### src/rtl/sfwd_pkg.sv
// ---------------------------------------------------------------------------
// sfwd_pkg: shared types and constants of the sync-framed word deframer
// Parse phases, register indexes and the result bundle between the parser
// and the top level.
// ---------------------------------------------------------------------------
package sfwd_pkg;

   localparam int unsigned BYTE_W = 8;
   localparam int unsigned WORD_W = 64;

   // Configuration register indexes.
   localparam int unsigned CSR_INDEX_W = 1;
   localparam logic [CSR_INDEX_W-1:0] CSR_SYNC_FIRST  = 1'd0;
   localparam logic [CSR_INDEX_W-1:0] CSR_SYNC_SECOND = 1'd1;

   localparam logic [BYTE_W-1:0] SYNC_FIRST_RESET  = 8'hAA;
   localparam logic [BYTE_W-1:0] SYNC_SECOND_RESET = 8'h55;

   typedef enum logic [2:0] {
      PH_SYNC_A = 3'd0,
      PH_SYNC_B = 3'd1,
      PH_LENGTH = 3'd2,
      PH_DATA   = 3'd3,
      PH_CHECK  = 3'd4
   } phase_type;

   // One parsed frame leaving the parser.
   typedef struct packed {
      logic              valid;
      logic [WORD_W-1:0] word;
   } result_type;

endpackage

### src/rtl/sfwd_parser.sv
// ---------------------------------------------------------------------------
// sfwd_parser: frame hunting state machine
// Walks sync, length, payload and checksum bytes one byte at a time and
// flags a completed frame whose checksum matches.
// ---------------------------------------------------------------------------
module sfwd_parser #(
   parameter int unsigned PAYLOAD_BYTES = 8
) (
   input  logic                             clock,
   input  logic                             reset,
   input  logic                             byte_take,
   input  logic [sfwd_pkg::BYTE_W-1:0]      rx_byte,
   input  logic [sfwd_pkg::BYTE_W-1:0]      sync_first,
   input  logic [sfwd_pkg::BYTE_W-1:0]      sync_second,
   output sfwd_pkg::result_type             result,
   output logic                             at_check
);

   localparam int unsigned SHIFT_W = PAYLOAD_BYTES * sfwd_pkg::BYTE_W;
   localparam int unsigned CNT_W   = (PAYLOAD_BYTES > 1) ? $clog2(PAYLOAD_BYTES) : 1;
   localparam logic [CNT_W-1:0] LAST_COUNT = CNT_W'(PAYLOAD_BYTES - 1);
   localparam logic [sfwd_pkg::BYTE_W-1:0] LENGTH_BYTE =
      sfwd_pkg::BYTE_W'(PAYLOAD_BYTES);

   sfwd_pkg::phase_type             phase_ff, phase_in;
   logic [SHIFT_W-1:0]              shift_ff, shift_in;
   logic [CNT_W-1:0]                count_ff, count_in;
   logic [sfwd_pkg::BYTE_W-1:0]     xor_ff, xor_in;

   // Next phase.
   always_comb begin
      phase_in = phase_ff;
      if (byte_take) begin
         unique case (phase_ff)
            sfwd_pkg::PH_SYNC_B: begin
               phase_in = (rx_byte == sync_second) ? sfwd_pkg::PH_LENGTH
                                                   : sfwd_pkg::PH_SYNC_A;
            end
            sfwd_pkg::PH_LENGTH: begin
               phase_in = (rx_byte == LENGTH_BYTE) ? sfwd_pkg::PH_DATA
                                                   : sfwd_pkg::PH_SYNC_A;
            end
            sfwd_pkg::PH_DATA: begin
               phase_in = (count_ff == LAST_COUNT) ? sfwd_pkg::PH_CHECK
                                                   : sfwd_pkg::PH_DATA;
            end
            sfwd_pkg::PH_CHECK: begin
               phase_in = sfwd_pkg::PH_SYNC_A;
            end
            default: begin
               phase_in = (rx_byte == sync_first) ? sfwd_pkg::PH_SYNC_B
                                                  : sfwd_pkg::PH_SYNC_A;
            end
         endcase
      end
   end

   // Payload collection and result flag.
   always_comb begin
      shift_in     = shift_ff;
      count_in     = count_ff;
      xor_in       = xor_ff;
      result.valid = 1'b0;
      result.word  = sfwd_pkg::WORD_W'(shift_ff);
      if (byte_take) begin
         unique case (phase_ff)
            sfwd_pkg::PH_LENGTH: begin
               shift_in = '0;
               count_in = '0;
               xor_in   = '0;
            end
            sfwd_pkg::PH_DATA: begin
               // The new byte enters at the bottom and the oldest falls off the top.
               shift_in = SHIFT_W'({shift_ff, rx_byte});
               xor_in   = xor_ff ^ rx_byte;
               count_in = count_ff + CNT_W'(1);
            end
            sfwd_pkg::PH_CHECK: begin
               result.valid = (rx_byte == xor_ff);
            end
            default: begin
            end
         endcase
      end
   end

   assign at_check = (phase_ff == sfwd_pkg::PH_CHECK);

   always_ff @(posedge clock) begin
      if (reset) begin
         phase_ff <= sfwd_pkg::PH_SYNC_A;
         shift_ff <= '0;
         count_ff <= '0;
         xor_ff   <= '0;
      end else begin
         phase_ff <= phase_in;
         shift_ff <= shift_in;
         count_ff <= count_in;
         xor_ff   <= xor_in;
      end
   end

endmodule

### src/rtl/sync_framed_word_deframer.sv
// ---------------------------------------------------------------------------
// sync_framed_word_deframer: sync-word frame parser with XOR checksum
// A matching checksum byte that is accepted shows its payload on the result port
// in the next cycle, through the result register. Throughput: one byte
// per cycle while req_stall is low; the parser and its running checksum
// finish each byte in the cycle it is accepted. Reset is synchronous and
// active high: it restores the sync bytes to 0xAA and 0x55, starts the
// hunt for the first sync byte and empties the result register.
// ---------------------------------------------------------------------------
module sync_framed_word_deframer #(
   parameter int unsigned PAYLOAD_BYTES = 8
) (
   input  logic                                clock,
   input  logic                                reset,
   // Received byte channel.
   input  logic                                req_valid,
   output logic                                req_stall,
   input  logic [sfwd_pkg::BYTE_W-1:0]         req_rx_byte,
   // Checked payload channel.
   output logic                                rsp_valid,
   input  logic                                rsp_stall,
   output logic [sfwd_pkg::WORD_W-1:0]         rsp_payload_word,
   // Configuration writes.
   input  logic                                csr_write_enable,
   input  logic [sfwd_pkg::CSR_INDEX_W-1:0]    csr_index,
   input  logic [sfwd_pkg::BYTE_W-1:0]         csr_write_data
);

   logic [sfwd_pkg::BYTE_W-1:0]   sync_first_ff;
   logic [sfwd_pkg::BYTE_W-1:0]   sync_second_ff;
   logic                          rsp_valid_ff, rsp_valid_in;
   logic [sfwd_pkg::WORD_W-1:0]   rsp_word_ff, rsp_word_in;
   logic                          byte_take;
   logic                          at_check;
   sfwd_pkg::result_type          result;

   // Only a checksum byte can create a result, so the input is held back
   // only when the parser waits on a checksum byte and the result register
   // still holds a word the receiver has not taken. Every other byte
   // flows in while a result waits.
   assign req_stall = at_check && rsp_valid_ff && rsp_stall;
   assign byte_take = req_valid && !req_stall;

   always_ff @(posedge clock) begin
      if (reset) begin
         sync_first_ff  <= sfwd_pkg::SYNC_FIRST_RESET;
         sync_second_ff <= sfwd_pkg::SYNC_SECOND_RESET;
      end else if (csr_write_enable) begin
         unique case (csr_index)
            sfwd_pkg::CSR_SYNC_FIRST:  sync_first_ff  <= csr_write_data;
            sfwd_pkg::CSR_SYNC_SECOND: sync_second_ff <= csr_write_data;
            default: begin
            end
         endcase
      end
   end

   sfwd_parser #(
      .PAYLOAD_BYTES (PAYLOAD_BYTES)
   ) u_parser (
      .clock       (clock),
      .reset       (reset),
      .byte_take   (byte_take),
      .rx_byte     (req_rx_byte),
      .sync_first  (sync_first_ff),
      .sync_second (sync_second_ff),
      .result      (result),
      .at_check    (at_check)
   );

   // Result register: loads on a good frame, empties when the word is taken.
   // A new result can only arrive when the register is free or draining.
   always_comb begin
      rsp_valid_in = rsp_valid_ff && rsp_stall;
      rsp_word_in  = rsp_word_ff;
      if (result.valid) begin
         rsp_valid_in = 1'b1;
         rsp_word_in  = result.word;
      end
   end

   always_ff @(posedge clock) begin
      if (reset) begin
         rsp_valid_ff <= 1'b0;
      end else begin
         rsp_valid_ff <= rsp_valid_in;
      end
   end

   always_ff @(posedge clock) begin
      rsp_word_ff <= rsp_word_in;
   end

   assign rsp_valid        = rsp_valid_ff;
   assign rsp_payload_word = rsp_word_ff;

endmodule
### config.mk
export PLATFORM = sky130hd
export DESIGN_NAME = sync_framed_word_deframer
export DESIGN_NICKNAME = d
export VERILOG_FILES = /design/src/rtl/sfwd_pkg.sv /design/src/rtl/sfwd_parser.sv /design/src/rtl/sync_framed_word_deframer.sv
export SDC_FILE = /design/constraint.sdc
export NUM_CORES = 1
export LEC_CHECK = 0
export ABC_CLOCK_PERIOD_IN_PS = 3600
export BUFFER_PORTS_ARGS = -buffer_cell sky130_fd_sc_hd__buf_4
export CAP_MARGIN = 20
export CORE_MARGIN = 5
export CORE_UTILIZATION = 42
export CTS_BUF_LIST = sky130_fd_sc_hd__clkbuf_8
export DETAILED_ROUTE_END_ITERATION = 12
export SLEW_MARGIN = 40
export SYNTH_ARGS = -nofsm -noshare
export SYNTH_HDL_FRONTEND = slang
export SYNTH_SLANG_ARGS = --single-unit
### constraint.sdc
create_clock -name clock -period 3.6 [get_ports clock]
set_clock_uncertainty 0.1 [all_clocks]
set_input_delay 0.72 -clock clock [delete_from_list [all_inputs] [get_ports clock]]
set_output_delay 0.72 -clock clock [all_outputs]
set_load 0.02 [all_outputs]
# Word level (Yosys, flattened, before mapping)
# Index checks and enable logic that the tools add are counted.
[op_classes] add_sub_neg=1 n_mul=0 div=0 n_lt_le_gt_ge=0 eq_ne=9 n_shift=0 mux=11 bitwise_logic=2 reduce_logical=9
[ops] cell="$pmux W64 S2" n=1
[ops] cell="$eq A8 B8 Y1" n=3
[ops] cell="$pmux W8 S2" n=1
[ops] cell="$pmux W3 S4" n=1
[ops] cell="$eq A8 B4 Y1 const B" n=1
[ops] cell="$xor A8 B8 Y8" n=1
[ops] cell="$eq A3 B2 Y1 const B" n=2
[ops] cell="$eq A3 B3 Y1 const B" n=2
[ops] cell="$pmux W3 S2" n=1
[ops] cell="$reduce_and A2 Y1" n=3
[ops] cell="$logic_and A1 B1 Y1" n=4
[ops] cell="$mux W1" n=4
[ops] cell="$mux W2" n=2
[ops] cell="$add A3 B1 Y3 const B" n=1
[ops] cell="$eq A3 B1 Y1 const B" n=1
[ops] cell="$mux W3" n=1
[ops] cell="$reduce_bool A2 Y1" n=1
[ops] cell="$logic_not A1 Y1" n=1
[ops] cell="$not A1 Y1" n=1
[word_totals] register_bits=159 latchBits=0 ram_bits=0 rom_bits=0 inputBits=22 output_inout_bits=66 word_cells=40 n_memories=0

# Logic depth before layout (Yosys ltp)
# Gate-level depths: netlist (run 1).
[logic_depth] word_depth=7 ltp_mapped=7 ltp_nobuf=6

# Hierarchy
# A second synthesis (run 1) with hierarchy kept.
[unflattened] hier_cells=553 area_unflattened_um2=5964.5
[modules_own_cells] mod="sfwd_parser" instances=1 cells_each=417 area_per_inst_um2=3318.2 seq_area_each_um2=1561.5
[modules_own_cells] mod="sync_framed_word_deframer" instances=1 cells_each=136 area_per_inst_um2=2646.3 seq_area_each_um2=2262.2

# Worst setup path before layout (run 1)
# No wires, ideal clock.
[synth_timing] kind="input-to-reg" startpoint="input req_rx_byte[6] in the netlist's numbering" endpoint="register rsp_word_ff (netlist bit rsp_payload_word[0]) (enable)" arrival_time_ps=2719 required_time_ps=3082 path_slack_ps=363 path_stages=5 path_buffers=1 path_cell_list="clkbuf_1 -> xor2_1 -> nor4_1 -> nand4_1 -> inv_1"
[synth_lines] element="from (decl)" line="sync_framed_word_deframer.sv:18" text="input logic [sfwd_pkg::BYTE_W-1:0] req_rx_byte,"
[synth_lines] element="to (signal assigned)" line="sync_framed_word_deframer.sv:91" text="rsp_word_ff <= rsp_word_in;"
[synth_lines] element="to (decl)" line="sync_framed_word_deframer.sv:32" text="logic [sfwd_pkg::WORD_W-1:0] rsp_word_ff, rsp_word_in;"

# Final worst setup path (run 1)
[layout_timing] startpoint="register u_parser.phase_ff[2]" endpoint="output req_stall"
[layout_via] elab_chain_len=3
[layout_lines] element="from (decl)" line="sfwd_parser.sv:25" text="sfwd_pkg::phase_type phase_ff, phase_in;"
[layout_lines] element="from (signal assigned)" line="sfwd_parser.sv:91" text="phase_ff <= sfwd_pkg::PH_SYNC_A;"
[layout_lines] element="from (signal assigned)" line="sfwd_parser.sv:96" text="phase_ff <= phase_in;"
[layout_lines] element="$eq A3 B3 Y1" line="sfwd_parser.sv:87" text="assign at_check = (phase_ff == sfwd_pkg::PH_CHECK);"
[layout_lines] element="$logic_and A1 B1 Y1 (2 in a row)" line="sync_framed_word_deframer.sv:41" text="assign req_stall = at_check && rsp_valid_ff && rsp_stall;"
[layout_lines] element="to (decl)" line="sync_framed_word_deframer.sv:17" text="output logic req_stall,"
# No other way between the ends.

==> flow_metrics.py, run 1 <==
metrics = {
    "status": {
        "outcome": "finished clean",
    },
    "routing": {
        "detail_route.wl_per_cell_um": 15.43,
        "routed_wirelength_um": 12560,
        "initialDrtViolationCount": 368,
        "wl_met2_um": 6411,
        "routed-wl-met3_um": 722,
        "remaining_drc_errors": 0,
        "detailedRoute.firstPassIterationCount": 5,
        "route.layer.met1.wl_um": 5272,
        "top_signal_layer_used": "met4",
        "antenna_left": 0,
        "via_count_of_the_routed_design": 4172,
        "post_drt_via_cell_ratio": 5.125,
    },
    "hold_path": {
        "worst_hold_path_type": "reg2reg",
    },
    "setup_path": {
        "cp-start-kind": "flop",
        "crit_type": "reg2out",
        "arrival_ns": 1.63,
        "crit_path_max_fanout": 8,
        "critical_path_cell_by_cell": "or3b_4 -> nor2_1 -> buf_4",
        "cpMaxStageDelayCell": "sky130_fd_sc_hd__dfxtp_1",
        "worst-endpoint-required_ns": 2.78,
        "critPathMaxStageDelay_ns": 0.49,
        "setup.worst_path.end_class": "primary output",
    },
    "power": {
        "total_power_mw": 3.182,
        "p_leak_nw": 2.511,
        "irDropWorstVdd_uv": 191.9,
        "power.density_nw_per_um2": 455.1,
    },
    "timing": {
        "finalCriticalPeriod_ns": 2.448,
        "final.setup.worst_slack_ns": 1.152,
        "hold_violations": 0,
        "share_of_the_clock_period_used_by_the_worst_path_after_layout_pct": 67.99,
        "fmax_mhz": 408.6,
        "final.hold.worst_slack_ns": 0.3238,
        "timing.setup.tns_ns": 0,
        "timing_worst_slew_pin_value_ns": 0.8013,
        "grt_setup_unrepaired": "no",
        "final-setup-viol-count": 0,
        "final_max_slew_viol_count": 0,
        "maxSlewHeadroom_pct": 46.58,
    },
    "grt": {
        "grt_pass1_vias": 4104,
        "overflow": 0,
        "grt_usage_pct": 16.08,
        "maximum_number_of_pins_on_one_net_before_global_route_repair": 82,
        "grt_first_pass_wirelength_um": 21020,
        "initial_antenna_violation_count": 0,
    },
    "die": {
        "fp.dieH_um": 128.4,
        "core_um2": 13830,
        "initial_utilization_pct": 42.55,
        "core.rowCount": 43,
        "chipWidth_um": 128.4,
        "floorplan.die_area_um2": 16480,
        "ioPinCount": 88,
    },
    "clock_network": {
        "tritoncts": "built",
        "cts.repair.resized": 0,
        "maximum_level_of_the_cts_h_tree": 4,
        "tritoncts_num_sinks": 159,
        "post_cts_buffers": 0,
        "number_of_clock_buffers_inserted_by_tritoncts": 17,
        "clkSlewWorstSetupHoldPaths_ns": 0.08,
        "cts_hold_repair.buffers": 0,
        "clk_latency_ns": 0.44,
        "cts.root.buffer_cell": "sky130_fd_sc_hd__clkbuf_8",
        "buffers_from_clock_root_to_sink_at_most": 2,
    },
    "yosys": {
        "synth_edf_count": 64,
        "number_of_instances_in_the_synthesized_netlist": 556,
        "synth.ff_latch_count": 159,
        "synthesis.area_um2": 5883,
        "synth_adder_area_share_pct": 0.4254,
        "asyncSetResetFlopFracSynth_pct": 0,
        "avg_cell_area_syn_um2": 10.58,
        "synth_compound_area_share_pct": 9.273,
        "muxShareOfSynthArea_pct": 0.2552,
        "seq_area_frac_synth_pct": 64.99,
        "syn_nets": 580,
        "yosys.cell_types.count": 36,
        "post_synth_xor_area_fraction_pct": 3.573,
        "synth_top_family_by_area": "simple AND/OR/NAND/NOR gates",
        "synth.yosys.warnings": 0,
        "yosys_most_used_dff": "sky130_fd_sc_hd__dfxtp_1",
        "synth_simple_gate_area_share_pct": 17.84,
    },
    "layout": {
        "layout-area-overhead-vs-synth_pct": 18.84,
        "antennaDiodeCount": 0,
        "n_fill_cell": 1294,
        "design.final.nets": 645,
        "fin_cells": 814,
        "drive_gt1_share_pct": 20.98,
    },
    "job": {
        "max-cap-violations": 0,
    },
    "place": {
        "io_buffer_count": 87,
        "finalWeightedCongestion": 0.8466,
        "place.detailed.hpwl_um": 8335,
        "placed_cells_incl_taps": 782,
        "place_ws_ns": 1.023,
    },
}
layer usage:
metal	track usage, %	vias to the layer above
met2	26.11	120
met3	4.815	9
met1	20.45	1974
met5	0	-
met4	5.805	0
li1	-	2069
placed cells by master (no fill, tap or decap), drive strengths merged, types with 2 or more instances in the layout:
cell,count
ha,2
a21oi,84
a211o,4
nor2,6
clkinvlp,5
nor4,7
nand4,2
inv,3
nor3b,7
clkinv,7
o21ai,10
nand3,72
nor2b,10
clkbuf,18
buf,94
and3,4
nor3,2
nand2,96
xor2,24
nand3b,5
dfxtp,95
edfxtp,64
critical path: cells and delay by family, from the launching register on:
family,cells,cell delay [ns]
DFF,1,0.49
buffers and inverters,1,0.15
and+or+nand+nor,2,0.57
kinds of logic after synthesis:
logic type,count (synthesis)
buffers and inverters,50
XOR/XNOR,24
AND/OR/NAND/NOR,218
AO/OA/AOI/OAI,102
multiplexers,1
adder cells (fa/ha/maj),2
flip-flops,159
metrics by stage:
stage          utilization [%]  area (µm²)
2_1_floorplan                -        5883
3_3_place_gp             47.90        6623
3_5_place_dp             47.90        6623
4_1_cts                  50.54        6988
5_1_grt                  50.57        6992
6_report                 50.57        6992
registers in the layout, summed over array words and instances (netlist names):
register           flops
u_parser.xor_ff        8
u_parser.count_ff      3
sync_first_ff          8
sync_second_ff         8
u_parser.phase_ff      3
rsp_valid              1
u_parser.shift_ff     64
rsp_payload_word      64
where the power goes:
group,leakage [nW],internal [mW],total (mW),switching (mW)
registers,1.40,1.87,1.88,0.00970
clock network,0.174,0.559,1.19,0.634
logic,0.938,0.0415,0.113,0.0712
total,2.51,2.47,3.18,0.715
worst paths after layout:
path | slack [ns] | endpoint | cells past startpoint | from
hold / removal | 0.32 | rsp_payload_word[63] | 0 | u_parser.shift_ff[63]
setup reg to reg | 1.30 | rsp_payload_word[29] | 5 | u_parser.phase_ff[2]
hold reg to reg | 0.32 | rsp_payload_word[63] | 0 | u_parser.shift_ff[63]
setup / recovery | 1.15 | req_stall | 3 | u_parser.phase_ff[2]
layout make-up:
type | instances | area (µm²) | share of cell area, %
sequential | 159 | 3825 | 54.71
timing repair buffer | 94 | 721.9 | 10.33
clock inverter | 14 | 117.6 | 1.682
clock buffer | 18 | 247.7 | 3.543
inverter | 2 | 7.507 | 0.1074
multi-input combinational | 347 | 1847 | 26.41
tap | 180 | 225.2 | 3.221
synthesized netlist by cell type (4+ instances only):
library cell,count,area [µm²]
sky130_fd_sc_hd__a211o_1,4,35.03
sky130_fd_sc_hd__a21oi_1,84,420.4
sky130_fd_sc_hd__and3_1,4,25.02
sky130_fd_sc_hd__buf_2,12,60.06
sky130_fd_sc_hd__clkbuf_1,33,123.9
sky130_fd_sc_hd__dfxtp_1,95,1902
sky130_fd_sc_hd__edfxtp_1,64,1922
sky130_fd_sc_hd__nand2_1,96,360.4
sky130_fd_sc_hd__nand3_1,72,360.4
sky130_fd_sc_hd__nand3b_1,5,37.54
sky130_fd_sc_hd__nor2_1,5,18.77
sky130_fd_sc_hd__nor2b_1,10,62.56
sky130_fd_sc_hd__nor3b_1,7,52.55
sky130_fd_sc_hd__nor4_1,7,43.79
sky130_fd_sc_hd__o21ai_0,10,50.05
sky130_fd_sc_hd__xor2_1,24,210.2
(Power assumes the default switching activity.)
==> run 2, diff against run 1 <==
--- a/config.mk
+++ b/config.mk
@@ -5,7 +5,8 @@
 export SDC_FILE = /design/constraint.sdc
 export NUM_CORES = 1
 export LEC_CHECK = 0
-export ABC_CLOCK_PERIOD_IN_PS = 3600
+export ABC_AREA = 1
+export ABC_CLOCK_PERIOD_IN_PS = 2150
 export BUFFER_PORTS_ARGS = -buffer_cell sky130_fd_sc_hd__buf_4
 export CAP_MARGIN = 20
 export CORE_MARGIN = 5
==> constraint.sdc (replaced) <==
create_clock -name clock -period 2.15 [get_ports clock]
set_clock_uncertainty 0.1 [all_clocks]
set_input_delay 0.43 -clock clock [delete_from_list [all_inputs] [get_ports clock]]
set_output_delay 0.43 -clock clock [all_outputs]
set_load 0.02 [all_outputs]
==> flow_metrics.py, run 2 <==
metrics = {
    "timing": {
        "timing.setup.tns_ns": 0,
        "finalCriticalPeriod_ns": 1.941,
        "grt_setup_unrepaired": "no",
        "fmax_mhz": 515.1,
        "final.hold.worst_slack_ns": 0.09813,
        "final-setup-viol-count": 0,
        "final_max_slew_viol_count": 0,
        "final.setup.worst_slack_ns": 0.2088,
        "hold_violations": 0,
        "share_of_the_clock_period_used_by_the_worst_path_after_layout_pct": 90.29,
        "timing_worst_slew_pin_value_ns": 0.5324,
        "maxSlewHeadroom_pct": 64.47,
    },
    "grt": {
        "initial_antenna_violation_count": 0,
        "maximum_number_of_pins_on_one_net_before_global_route_repair": 58,
        "grt_first_pass_wirelength_um": 19550,
        "grt_usage_pct": 15.28,
        "grt_pass1_vias": 3927,
        "overflow": 0,
    },
    "place": {
        "place.detailed.hpwl_um": 8212,
        "place_ws_ns": -0.02077,
        "finalWeightedCongestion": 0.8894,
        "io_buffer_count": 87,
    },
    "power": {
        "p_leak_nw": 2.675,
        "power.density_nw_per_um2": 763.1,
        "irDropWorstVdd_uv": 314.2,
    },
    "die": {
        "core_um2": 13770,
        "fp.dieH_um": 128.0,
        "chipWidth_um": 128.0,
        "ioPinCount": 88,
        "initial_utilization_pct": 42.45,
        "floorplan.die_area_um2": 16380,
        "core.rowCount": 43,
    },
    "layout": {
        "final_cell_mix": "138 x sky130_fd_sc_hd__nand2_1, 97 x sky130_fd_sc_hd__buf_4, 95 x sky130_fd_sc_hd__dfxtp_1",
        "multiInputGateArea_um2": 1795,
        "design.final.nets": 678,
        "layout-area-overhead-vs-synth_pct": 21.81,
        "most_common_cell_after_layout_fill_and_taps_aside": "sky130_fd_sc_hd__nand2_1",
        "n_fill_cell": 1281,
        "drive_gt1_share_pct": 25.49,
        "antennaDiodeCount": 0,
        "seqCellArea_um2": 3824,
    },
    "clock_network": {
        "cts_hold_repair.buffers": 0,
        "post_cts_buffers": 0,
        "clk_latency_ns": 0.45,
        "tritoncts_num_sinks": 159,
        "clkSlewWorstSetupHoldPaths_ns": 0.08,
        "cts.repair.resized": 0,
        "buffers_from_clock_root_to_sink_at_most": 2,
        "cts.root.buffer_cell": "sky130_fd_sc_hd__clkbuf_8",
        "tritoncts": "built",
        "number_of_clock_buffers_inserted_by_tritoncts": 17,
        "maximum_level_of_the_cts_h_tree": 4,
    },
    "setup_path": {
        "crit_path_max_fanout": 21,
        "buf_inv_stages_crit_path": 1,
        "critPathMaxStageDelay_ns": 0.42,
        "cp_top_family": "simple AND/OR/NAND/NOR gates",
        "setup.worst_path.end_class": "flop",
        "critical_path_cell_by_cell": "xnor2_4 -> nand4_1 -> nor4_4 -> buf_4",
        "crit_type": "reg2reg",
        "arrival_ns": 1.97,
        "cpMaxStageDelayCell": "sky130_fd_sc_hd__dfxtp_1",
        "cp-start-kind": "flop",
        "worst-endpoint-required_ns": 2.17,
    },
    "hold_path": {
        "worst_hold_path_type": "in2reg",
    },
    "routing": {
        "detailedRoute.firstPassIterationCount": 4,
        "detail_route.wl_per_cell_um": 13.96,
        "routed_wirelength_um": 11820,
        "initialDrtViolationCount": 292,
        "antenna_left": 0,
        "via_count_of_the_routed_design": 3997,
        "remaining_drc_errors": 0,
        "post_drt_via_cell_ratio": 4.719,
    },
    "yosys": {
        "synth_edf_count": 64,
        "synth_most_common_cell": "sky130_fd_sc_hd__nand2_1",
        "synth.ff_latch_count": 159,
        "syn_nets": 587,
        "synth_top_cell_area_share_pct": 32.87,
        "yosys_most_used_dff": "sky130_fd_sc_hd__dfxtp_1",
        "synth.largest_area_cell": "sky130_fd_sc_hd__edfxtp_1",
        "yosys.cell_types.count": 27,
        "seq_area_frac_synth_pct": 65.40,
        "asyncSetResetFlopFracSynth_pct": 0,
        "yosys-top-cells-area": "sky130_fd_sc_hd__edfxtp_1 33%, sky130_fd_sc_hd__dfxtp_1 33%, sky130_fd_sc_hd__nand2_1 8.9%",
        "post_synth_most_frequent_cells": "138 x sky130_fd_sc_hd__nand2_1, 95 x sky130_fd_sc_hd__dfxtp_1, 64 x sky130_fd_sc_hd__edfxtp_1",
        "synthesis.area_um2": 5847,
        "synth.yosys.warnings": 0,
        "number_of_instances_in_the_synthesized_netlist": 563,
        "avg_cell_area_syn_um2": 10.39,
    },
    "job": {
        "max-cap-violations": 0,
    },
    "status": {
        "outcome": "finished clean",
    },
}
==> run 2: cell count changes in the layout (fill, tap and decap cells not counted), sizes merged, moves of 6 or more <==
| cell | previous run | this run |
|---|---|---|
| a21oi | 84 | 71 |
| a22oi | 0 | 8 |
| buf | 94 | 102 |
| inv | 3 | 26 |
| nand2 | 96 | 160 |
| nand3 | 72 | 16 |
| nor2 | 6 | 54 |
| nor2b | 10 | 0 |
| nor3b | 7 | 0 |
| nor4 | 7 | 1 |
| xnor2 | 0 | 17 |
| xor2 | 24 | 4 |
==> run 2: final timing paths <==
path              slack (ns)                   from                   end  cells after the start
setup reg to reg        0.21     u_parser.xor_ff[4]   rsp_payload_word[5]                      4
setup / recovery        0.21     u_parser.xor_ff[4]   rsp_payload_word[5]                      4
hold / removal           0.1      csr_write_data[0]     sync_second_ff[0]                      3
hold reg to reg         0.34  u_parser.shift_ff[63]  rsp_payload_word[63]                      0
==> run 2: per-stage QoR <==
| step | power [mW] | util [%] | cells | area, µm² |
|---|---|---|---|---|
| after floorplan | 3.378 | - | 563 | 5933 |
| after global placement | 3.448 | 49.02 | 815 | 6751 |
| after detailed placement | 3.453 | 49.02 | 815 | 6751 |
| after CTS | 5.495 | 51.71 | 847 | 7122 |
| after global routing | 5.670 | 51.71 | 847 | 7122 |
| final | 5.435 | 51.71 | 847 | 7122 |
==> run 2: layout make-up <==
type | count | share of cell area [%]
sequential | 159 | 53.69
multi-input combinational | 353 | 25.21
timing repair buffer | 102 | 11.63
clock buffer | 19 | 3.672
tap | 180 | 3.162
clock inverter | 13 | 1.528
inverter | 21 | 1.107
==> run 2: cell families (layout without fill, tap and decap cells) <==
kind of cell | count (synthesis) | after routing | share of synthesized area (%)
buffers and inverters | 51 | 155 | 4.793
and+or+nand+nor | 240 | 240 | 17.36
DFF | 159 | 159 | 65.40
AOI/OAI and AO/OA | 90 | 90 | 8.881
xor gates and xnor gates | 21 | 21 | 3.146
adders and majority gates | 2 | 2 | 0.4279
==> run 2: routing by layer <==
layer  share of wire [%]  GRT usage [%]
met5                   0              0
met4                 1.8          6.429
met3                 5.4          4.167
met2                  49          25.57
met1                  44          18.61
==> run 2: power by group <==
group / internal (mW) / total, mW / switching, mW
Sequential: 3.13 / 3.15 / 0.0155
Combinational: 0.0980 / 0.236 / 0.138
Clock: 1.06 / 2.05 / 0.996
==> run 2: worst min-delay path: cells and delay by family <==
family | cells | cell delay [ns]
buffers and inverters | 1 | 0.09
AND/OR/NAND/NOR | 2 | 0.10
==> run 3, diff against run 2 <==
--- a/config.mk
+++ b/config.mk
@@ -11,7 +11,6 @@
 export CAP_MARGIN = 20
 export CORE_MARGIN = 5
 export CORE_UTILIZATION = 42
-export CTS_BUF_LIST = sky130_fd_sc_hd__clkbuf_8
 export DETAILED_ROUTE_END_ITERATION = 12
 export SLEW_MARGIN = 40
 export SYNTH_ARGS = -nofsm -noshare
==> flow_metrics.py, run 3 (synthesis results as in run 2) <==
metrics = {
    "setup_path": {
        "reg2reg_to": "rsp_payload_word[23]",
        "arrival_ns": 1.93,
        "worst-r2r-setup-slack_ns": 0.22,
        "crit_path_max_fanout": 21,
        "ff2ff_path_depth": 4,
        "r2r_start": "u_parser.xor_ff[4]",
        "setup.worst_path.end_class": "flop",
        "cp-start-kind": "flop",
        "crit_type": "reg2reg",
        "worst-endpoint-required_ns": 2.15,
    },
    "timing": {
        "maxSlewHeadroom_pct": 63.91,
        "finalCriticalPeriod_ns": 1.934,
        "timing_worst_slew_pin_value_ns": 0.5407,
        "fmax_mhz": 517.1,
        "final.hold.worst_slack_ns": 0.1256,
        "final-setup-viol-count": 0,
        "hold_violations": 0,
        "share_of_the_clock_period_used_by_the_worst_path_after_layout_pct": 89.95,
        "final_max_slew_viol_count": 0,
        "grt_setup_unrepaired": "no",
    },
    "hold_path": {
        "min_delay_worst_endpoint": "sync_second_ff[4]",
        "timing.hold.worst.start": "csr_write_data[4]",
        "worst_hold_path_type": "in2reg",
        "hold-path-cell-count": 3,
    },
    "grt": {
        "maximum_number_of_pins_on_one_net_before_global_route_repair": 58,
        "grt_usage_pct": 15.20,
        "grt_first_pass_wirelength_um": 19550,
        "overflow": 0,
        "initial_antenna_violation_count": 0,
        "grt_pass1_vias": 3952,
    },
    "power": {
        "irDropWorstVdd_uv": 401.4,
        "fraction_of_power_consumed_by_combinational_cells_pct": 3.8,
        "power.density_nw_per_um2": 853.4,
        "share_seq_of_total_power_pct": 50.5,
        "total_power_mw": 6.241,
        "power_switching_share_pct": 20.06,
        "power_switching_mw": 1.252,
        "p_leak_nw": 2.741,
        "clock_network_power_share_pct": 45.7,
        "power_report.internal_total_mw": 4.989,
    },
    "clock_network": {
        "maximum_level_of_the_cts_h_tree": 4,
        "cts.root.buffer_cell": "sky130_fd_sc_hd__clkbuf_16",
        "tritoncts_num_sinks": 159,
        "clk_latency_ns": 0.42,
        "post_cts_buffers": 0,
        "number_of_clock_buffers_inserted_by_tritoncts": 17,
        "cts_hold_repair.buffers": 0,
        "tritoncts": "built",
        "buffers_from_clock_root_to_sink_at_most": 2,
        "cts.repair.resized": 0,
        "clkSlewWorstSetupHoldPaths_ns": 0.06,
    },
    "layout": {
        "final_cell_area_um2": 7313,
        "layout-area-overhead-vs-synth_pct": 25.08,
        "multiInputGateArea_um2": 1795,
        "n_fill_cell": 1250,
        "seqCellArea_um2": 3824,
        "most_common_cell_after_layout_fill_and_taps_aside": "sky130_fd_sc_hd__nand2_1",
        "design.final.nets": 678,
        "fin_cells": 847,
        "antennaDiodeCount": 0,
        "final_cell_mix": "138 x sky130_fd_sc_hd__nand2_1, 97 x sky130_fd_sc_hd__buf_4, 95 x sky130_fd_sc_hd__dfxtp_1",
        "drive_gt1_share_pct": 25.49,
        "final_core_utilization_pct": 53.10,
    },
    "routing": {
        "detailedRoute.firstPassIterationCount": 4,
        "initialDrtViolationCount": 376,
        "via_count_of_the_routed_design": 4003,
        "routed_wirelength_um": 11930,
        "antenna_left": 0,
        "post_drt_via_cell_ratio": 4.726,
        "detail_route.wl_per_cell_um": 14.08,
        "remaining_drc_errors": 0,
    },
    "place": {
        "dpl-instance-area_um2": 6751,
        "io_buffer_count": 87,
        "finalWeightedCongestion": 0.8894,
        "placed_cells_incl_taps": 815,
        "place.detailed.hpwl_um": 8212,
    },
    "die": {
        "fp.dieH_um": 128.0,
        "chipWidth_um": 128.0,
        "core.rowCount": 43,
        "initial_utilization_pct": 42.45,
        "floorplan.die_area_um2": 16380,
        "ioPinCount": 88,
        "core_um2": 13770,
    },
    "status": {
        "outcome": "finished clean",
    },
    "job": {
        "max-cap-violations": 0,
    },
}
## run 3: cell count changes in the layout (fill, tap and decap cells not counted), sizes merged
cell    before  now
clkbuf      19   24
inv         26   21
## run 3: metrics by stage
step / setup slack (ns) / TNS [ns]
final: 0.2160 / 0
after global routing: 0.09139 / 0
after CTS: 0.1789 / 0
after detailed placement: -0.02077 / -0.4081
after global placement: 0.005688 / 0
after floorplan: -1.452 / -92.90
## run 3: layout make-up
type                       instances  share of cell area (%)
timing repair buffer             102                   11.33
multi-input combinational        353                   24.55
sequential                       159                   52.28
inverter                          21                   1.078
clock buffer                      24                   6.450
tap                              180                   3.080
clock inverter                     8                   1.232
## run 3: worst max-delay path by stage
stage | from | endpoint | depth (start not counted)
finish | u_parser.xor_ff[4] | rsp_payload_word[23] | 4
global route | u_parser.xor_ff[1] | rsp_payload_word[4] | 4
CTS | u_parser.xor_ff[4] | rsp_payload_word[5] | 4
detailed placement | req_rx_byte[1] | rsp_payload_word[29] | 5
global placement | req_rx_byte[4] | rsp_payload_word[28] | 5
floorplan | req_rx_byte[0] | rsp_payload_word[0] | 4
## run 3: critical path: stages (launching register included)
cell and delay [ns]:
sky130_fd_sc_hd__dfxtp_1 0.42, sky130_fd_sc_hd__xnor2_4 0.15, sky130_fd_sc_hd__nand4_1 0.18, sky130_fd_sc_hd__nor4_4 0.41, sky130_fd_sc_hd__buf_4 0.35
## run 3: power groups by stage
| stage | logic, mW | registers (mW) | clock network [mW] |
|---|---|---|---|
| after detailed placement | 0.238 | 3.22 | 0 |
| final | 0.237 | 3.15 | 2.85 |
| after global placement | 0.234 | 3.21 | 0 |
| after floorplan | 0.166 | 3.21 | 0 |
| after global routing | 0.264 | 3.15 | 3.05 |
| after CTS | 0.239 | 3.15 | 2.90 |
## run 3: layer usage
layer | GRT usage [%] | vias to the layer above | part of all wire [%]
met1 | 18.78 | 1831 | 44
met5 | 0 | - | 0
li1 | - | 2039 | -
met2 | 25.42 | 114 | 49
met4 | 6.117 | 0 | 1.9
met3 | 3.917 | 19 | 5.5
